<file path="src/sv/pbaf_pkg.sv">
// ---------------------------------------------------------------------------
// pbaf_pkg
// opcodes, field widths and the command and status bundles of the flag store
// ---------------------------------------------------------------------------
`timescale 1ns / 1ps

package pbaf_pkg;

   // field widths
   localparam int OpBits      = 3;
   localparam int IdxBits     = 13;
   localparam int CntBits     = 14;
   localparam int DivBits     = 15;
   localparam int ReqDataBits = 32;
   localparam int RspDataBits = 16;

   // opcodes
   localparam logic [OpBits-1:0] OP_GET    = 3'd0;
   localparam logic [OpBits-1:0] OP_SET    = 3'd1;
   localparam logic [OpBits-1:0] OP_FILL   = 3'd2;
   localparam logic [OpBits-1:0] OP_RESIZE = 3'd3;
   localparam logic [OpBits-1:0] OP_CLEAR  = 3'd4;

   // divider operand select
   localparam logic [1:0] DIV_IDX = 2'd0;
   localparam logic [1:0] DIV_OLD = 2'd1;
   localparam logic [1:0] DIV_NEW = 2'd2;

   // controller to datapath
   typedef struct packed {
      logic       load;
      logic [1:0] div_sel;
      logic       seek_load;
      logic       seek_one;
      logic       base_load;
      logic       limit_load;
      logic       mem_rd;
      logic       wr_fill;
      logic       wr_grow;
      logic       cap_bit;
      logic       set_err;
      logic       size_load;
      logic       size_clear;
      logic       finish;
   } cmd_type;

   // datapath to controller
   typedef struct packed {
      logic [OpBits-1:0] opcode;
      logic              idx_out;
      logic              fill_out;
      logic              resize_out;
      logic              fill_empty;
      logic              mask_full;
      logic              last_word;
      logic              grow_done;
      logic              rsp_free;
   } status_type;

endpackage

</file>
<file path="src/sv/pbaf_ctrl.sv">
// ---------------------------------------------------------------------------
// pbaf_ctrl
// sequencer for one item at a time: decode, word split, memory walk, result
// ---------------------------------------------------------------------------
`timescale 1ns / 1ps

module pbaf_ctrl (
   input  logic                 clock,
   input  logic                 reset,
   input  logic                 req_tvalid,
   output logic                 req_tready,
   input  pbaf_pkg::status_type status,
   output pbaf_pkg::cmd_type    cmd
);

   localparam logic [3:0] S_IDLE   = 4'd0;
   localparam logic [3:0] S_DECODE = 4'd1;
   localparam logic [3:0] S_DIV2   = 4'd2;
   localparam logic [3:0] S_SEEK   = 4'd3;
   localparam logic [3:0] S_GETRD  = 4'd4;
   localparam logic [3:0] S_GETBIT = 4'd5;
   localparam logic [3:0] S_FILL   = 4'd6;
   localparam logic [3:0] S_FILLWR = 4'd7;
   localparam logic [3:0] S_OLD2   = 4'd8;
   localparam logic [3:0] S_NEW1   = 4'd9;
   localparam logic [3:0] S_NEW2   = 4'd10;
   localparam logic [3:0] S_LIMIT  = 4'd11;
   localparam logic [3:0] S_GROW   = 4'd12;
   localparam logic [3:0] S_FINISH = 4'd13;

   logic [3:0] state_ff, state_in;

   assign req_tready = (state_ff == S_IDLE);

   // next state and commands
   always_comb begin
      state_in    = state_ff;
      cmd         = '0;
      cmd.div_sel = pbaf_pkg::DIV_IDX;
      case (state_ff)
         S_IDLE: begin
            if (req_tvalid) begin
               cmd.load = 1'b1;
               state_in = S_DECODE;
            end
         end
         // range checks; divider stage one takes its operand here
         S_DECODE: begin
            case (status.opcode)
               pbaf_pkg::OP_GET, pbaf_pkg::OP_SET: begin
                  if (status.idx_out) begin
                     cmd.set_err = 1'b1;
                     state_in    = S_FINISH;
                  end else begin
                     state_in = S_DIV2;
                  end
               end
               pbaf_pkg::OP_FILL: begin
                  if (status.fill_out) begin
                     cmd.set_err = 1'b1;
                     state_in    = S_FINISH;
                  end else if (status.fill_empty) begin
                     state_in = S_FINISH;
                  end else begin
                     state_in = S_DIV2;
                  end
               end
               pbaf_pkg::OP_RESIZE: begin
                  cmd.div_sel = pbaf_pkg::DIV_OLD;
                  if (status.resize_out) begin
                     cmd.set_err = 1'b1;
                     state_in    = S_FINISH;
                  end else begin
                     state_in = S_OLD2;
                  end
               end
               pbaf_pkg::OP_CLEAR: begin
                  cmd.size_clear = 1'b1;
                  state_in       = S_FINISH;
               end
               default: begin
                  state_in = S_FINISH;
               end
            endcase
         end
         S_DIV2: begin
            state_in = S_SEEK;
         end
         // load word, offset and bit count of the access
         S_SEEK: begin
            cmd.seek_load = 1'b1;
            cmd.seek_one  = (status.opcode != pbaf_pkg::OP_FILL);
            if (status.opcode == pbaf_pkg::OP_GET) begin
               state_in = S_GETRD;
            end else begin
               state_in = S_FILL;
            end
         end
         S_GETRD: begin
            cmd.mem_rd = 1'b1;
            state_in   = S_GETBIT;
         end
         S_GETBIT: begin
            cmd.cap_bit = 1'b1;
            state_in    = S_FINISH;
         end
         // whole words are written at once, partial words read first
         S_FILL: begin
            if (status.mask_full) begin
               cmd.wr_fill = 1'b1;
               if (status.last_word) begin
                  state_in = S_FINISH;
               end
            end else begin
               cmd.mem_rd = 1'b1;
               state_in   = S_FILLWR;
            end
         end
         S_FILLWR: begin
            cmd.wr_fill = 1'b1;
            if (status.last_word) begin
               state_in = S_FINISH;
            end else begin
               state_in = S_FILL;
            end
         end
         S_OLD2: begin
            state_in = S_NEW1;
         end
         S_NEW1: begin
            cmd.base_load = 1'b1;
            cmd.div_sel   = pbaf_pkg::DIV_NEW;
            state_in      = S_NEW2;
         end
         S_NEW2: begin
            state_in = S_LIMIT;
         end
         S_LIMIT: begin
            cmd.limit_load = 1'b1;
            state_in       = S_GROW;
         end
         // one new word per cycle, then the new size
         S_GROW: begin
            if (status.grow_done) begin
               cmd.size_load = 1'b1;
               state_in      = S_FINISH;
            end else begin
               cmd.wr_grow = 1'b1;
            end
         end
         S_FINISH: begin
            if (status.rsp_free) begin
               cmd.finish = 1'b1;
               state_in   = S_IDLE;
            end
         end
         default: begin
            state_in = S_IDLE;
         end
      endcase
   end

   always_ff @(posedge clock) begin
      if (reset) begin
         state_ff <= S_IDLE;
      end else begin
         state_ff <= state_in;
      end
   end

endmodule

</file>
<file path="config.mk">
export PLATFORM = sky130hd
export DESIGN_NAME = pbaf_ctrl
export DESIGN_NICKNAME = d
export VERILOG_FILES = /design/src/sv/pbaf_pkg.sv /design/src/sv/pbaf_ctrl.sv
export SDC_FILE = /design/constraint.sdc
export NUM_CORES = 1
export LEC_CHECK = 0
export ABC_AREA = 1
export BUFFER_PORTS_ARGS = -buffer_cell sky130_fd_sc_hd__buf_4
export CORE_UTILIZATION = 40
export CTS_CLUSTER_DIAMETER = 100
export DETAILED_ROUTE_END_ITERATION = 10
export HOLD_SLACK_MARGIN = 0.05
export MAX_ROUTING_LAYER = met4
export PLACE_DENSITY = 0.79
export SLEW_MARGIN = 15
export SYNTH_ARGS = -nofsm -noshare
export SYNTH_HDL_FRONTEND = slang
export SYNTH_SLANG_ARGS = --single-unit
</file>
<file path="constraint.sdc">
create_clock -name clock -period 1.4 [get_ports clock]
set_input_delay 0.14 -clock clock [delete_from_list [all_inputs] [get_ports clock]]
set_output_delay 0.14 -clock clock [all_outputs]
set_load 0.05 [all_outputs]
</file>
# Word level (Yosys, flattened, before mapping)

Index checks and enable logic that the tools add are counted.

Multiplexer cells: 38
Reductions and logical operators: 4
Equal/unequal tests: 22

Operators with widths:

| operator           | number |
|---|---|
| $pmux 4 s14        | 1 |
| $mux 4             | 9 |
| $eq 4x4->1 const B | 6 |
| $mux 1             | 20 |
| $eq 4x3->1 const B | 4 |
| $pmux 4 s3         | 1 |
| $eq 4x2->1 const B | 2 |
| $eq 3x2->1 const B | 2 |
| $ne 2x2->1 const B | 3 |
| $eq 4x1->1 const B | 1 |
| $logic_not 4->1    | 1 |
| $mux 2             | 2 |
| $pmux 1 s2         | 2 |
| $pmux 2 s2         | 1 |
| $reduce_and 4->1   | 1 |
| $eq 3x1->1 const B | 1 |
| $eq 3x3->1 const B | 1 |
| $logic_not 3->1    | 1 |
| $mux 3             | 1 |
| $ne 3x2->1 const B | 1 |
| $ne 3x3->1 const B | 1 |
| $pmux 1 s3         | 1 |
| $reduce_or 2->1    | 1 |

Output and inout bits: 16
Register bits: 4
Logic and storage cells: 65

# Logic depth before layout (Yosys ltp)

Depth in word-level cells: 4
Gate-level depth with buffers: 9
Gate-level depth less buffers: 9

# Worst setup path before layout

Ideal clock, no wire load.

Path kind: flip-flop to output port
From: reg state_ff[0]
To: out cmd[1] (netlist name)
Cell stages (with the launch flop): 7
Slack: -999 ps
Arrival time: 2259 ps
Path buffers: 0
Cells stage by stage: dfxtp_1 -> inv_1 -> nor2_4 -> inv_2 -> nor2_4 -> inv_1 -> nor4_1

RTL lines:

| item                   | RTL line         | source |
|---|---|---|
| from (decl)            | pbaf_ctrl.sv:31  | `logic [3:0] state_ff, state_in;` |
| from (signal assigned) | pbaf_ctrl.sv:167 | `state_ff <= state_in;` |
| to (decl)              | pbaf_ctrl.sv:13  | `output pbaf_pkg::cmd_type cmd` |

==> run metrics <==
status=finished, violations left; failing checks=negative setup slack; Cell Pwr Density=2000 nW/um^2; post-place setup slack=39.51 ps; vias in the first global route=699; critical path's slowest cell=dfxtp_2; Hold Path Sink=state_ff[0]; Hold Path Class=in2reg; final wirelength=2.603 mm; Die W=40.18 um; clk root buf=clkbuf_4; leakage=between 0.5 and 0.6 nW; ranking of synthesized cells by area=nand2_1, inv_1, dfxtp_1; GRT overflow=0; Cell Chain, Critical Path=buf_4 -> nor2_4 -> nand2_4 -> nor2_4 -> buf_8; synthesized instance count=114; core footprint=1334 sq um; WHS Path Cells=2; Synth Area per Inst=5.115 sq um; drt first-iter violations=35; RePlAce Congestion=0.9647; largest net degree at the start of global routing=8; setup TNS=-319.1 ps; share of cells above drive strength 1=52.60%; fin crit share=107.6%; wire per inst=15.40 um; die area=between 1500 and 2000 sq um; Regs by FF count=state_ff: 4 flops; Post-DP Area=877.1 sq um; Cell Rows=13; CTS tree=done; endpoint type of the worst setup path=output pin; DIE HEIGHT=40.18 um; Vias=~920; fin area=between 1000 and 1500 sq um; Mapped Area=583.1 sq um; TritonCTS buffer count=3; RSZ-0062 raised after global routing=true; Final Hold Viols=0; max FFs per register=4; Total GRT Usage=between 20% and 30%; Reg-to-Reg Start=state_ff[0]; CP Max Fanout=4; clock slew at reported path FFs=40 ps; CTS Buffer Depth=2; Final Max Tran Viols=0; Slew headroom=73.27%; Worst Tran Pin Value=397.8 ps; worst vdd ir=1.579 mV; CP max stage delay=between 300 and 400 ps; Critical Path AT=1370 ps; Setup crit start kind=flop; first-pass GRT wire length=2.946 mm; skew final=3.271 ps; Reg with most FFs=state_ff; DP HPWL=1.448 mm; #FFs+latches synth=4; CP required=1260 ps; CP bufs+invs=2; clock latency on the worst-skew pair=between 200 and 250 ps; Register-to-Register Path Depth=7; syn_nets=128; Sink Count=4; DR pass1 iterations=4; Hold Crit Start=reset; H-tree depth=1; fmax=0.6640 GHz; library cells used by synthesis=21; Routed Antenna Nets=0; CTS Hold Bufs=0; final setup vio count=9; Top Ports=30; crit path setup slack, layout=-106.0 ps; CP most frequent cell=nor2_4; DRC viols=0; max-cap violations=0; register area share after synthesis=13.73%; reg-to-reg slack, setup=-10 ps; Worst R2R End=state_ff[3]; Starting Density=43.71%; minimum clock period=about 1500 ps; Layout area overhead=95.28%; Crit Path Class=reg2out; Crit path max-delay family=simple AND/OR/NAND/NOR gates; top cell type's share of synthesized area=18.03%; initial antenna violation count=0; n_diodes=0; vias per inst=5.467; synth warn=0; Net count, final=170; port bufs=29; Synth area leader=nand2_1
[cells in the mapped netlist]
library cell	number
nand4_1	4
o21ai_1	1
nor3_1	3
and3_1	1
nor4_1	1
a21boi_0	1
buf_4	1
a31oi_1	1
inv_1	23
nor2_2	4
a21oi_1	4
nand3_1	12
nand3b_1	1
clkinv_1	1
nor2_1	14
dfxtp_1	4
inv_2	2
nand2_2	3
nor2_4	2
nand2_1	28
o21ai_0	3
[final cells by class]
cell class / instances / area (sq um)
flip-flops and latches: 4 / 90.09
clock buffers: 3 / 22.52
multi-input cells: 83 / 535.5
fillers: 72 / 195.2
repair buffers: 38 / 365.4
inverters: 26 / 106.4
well taps: 15 / 18.77
[stage by stage]
step           instances  hold slack [ps]  utilization (%)  total power, W
2_1_floorplan        114            209.1                -        0.001139
3_5_place_dp         159            323.0            65.76        0.001475
5_1_grt              169            85.48            85.37        0.002409
3_3_place_gp         159            314.4            65.76        0.001459
6_report             169            85.92            85.37        0.002277
4_1_cts              166            73.38            72.51        0.001781
[how the worst max path moves through the flow]
stage               depth (start not counted)      to        start
floorplan                                   6  cmd[3]  state_ff[0]
global placement                            6  cmd[3]  state_ff[3]
detailed placement                          6  cmd[1]  state_ff[1]
CTS                                         7  cmd[1]  state_ff[0]
global route                                7  cmd[1]  state_ff[0]
finish                                      5  cmd[5]  state_ff[0]
[power by group]
part	switching [W]	internal, W
clock	0.0000420	0.0000955
sequential	0.000103	0.000182
combinational	0.00114	0.000713
[routing by layer]
layer / part of all wire [%] / GRT usage [%]
met4: 4.4 / 9.167
met2: 49 / 43.95
met3: 5.0 / 2.778
met1: 41 / 37.09
met5: 0 / -
[worst reg2reg max path, delay by kind of cell (launching register included)]
kind,cells,cell delay [ps]
AO/OA/AOI/OAI,1,110
buffers and inverters,1,160
flip-flops,1,330
AND/OR/NAND/NOR,5,740
[repair_timing]
action,CTS,global route
pin swaps,3,6
buffers inserted,4,3
setup endpoints to repair,11,19
resized for setup,16,38
[layout by cell type (no fill, tap or decap), types with 4 or more instances in the layout]
master and n:
nand2_1 25, buf_4 21, inv_1 15, buf_6 14
nand3_1 11, nor2_4 9, nor2_1 8, inv_2 7
nand2_4 4, nand4_1 4
[kinds of logic after synthesis]
logic type,share of synthesized area [%]
flip-flops,13.73
buffers and inverters,18.03
AND/OR/NAND/NOR,59.01
AO/OA/AOI/OAI,9.227
(Power assumes the default switching activity.)
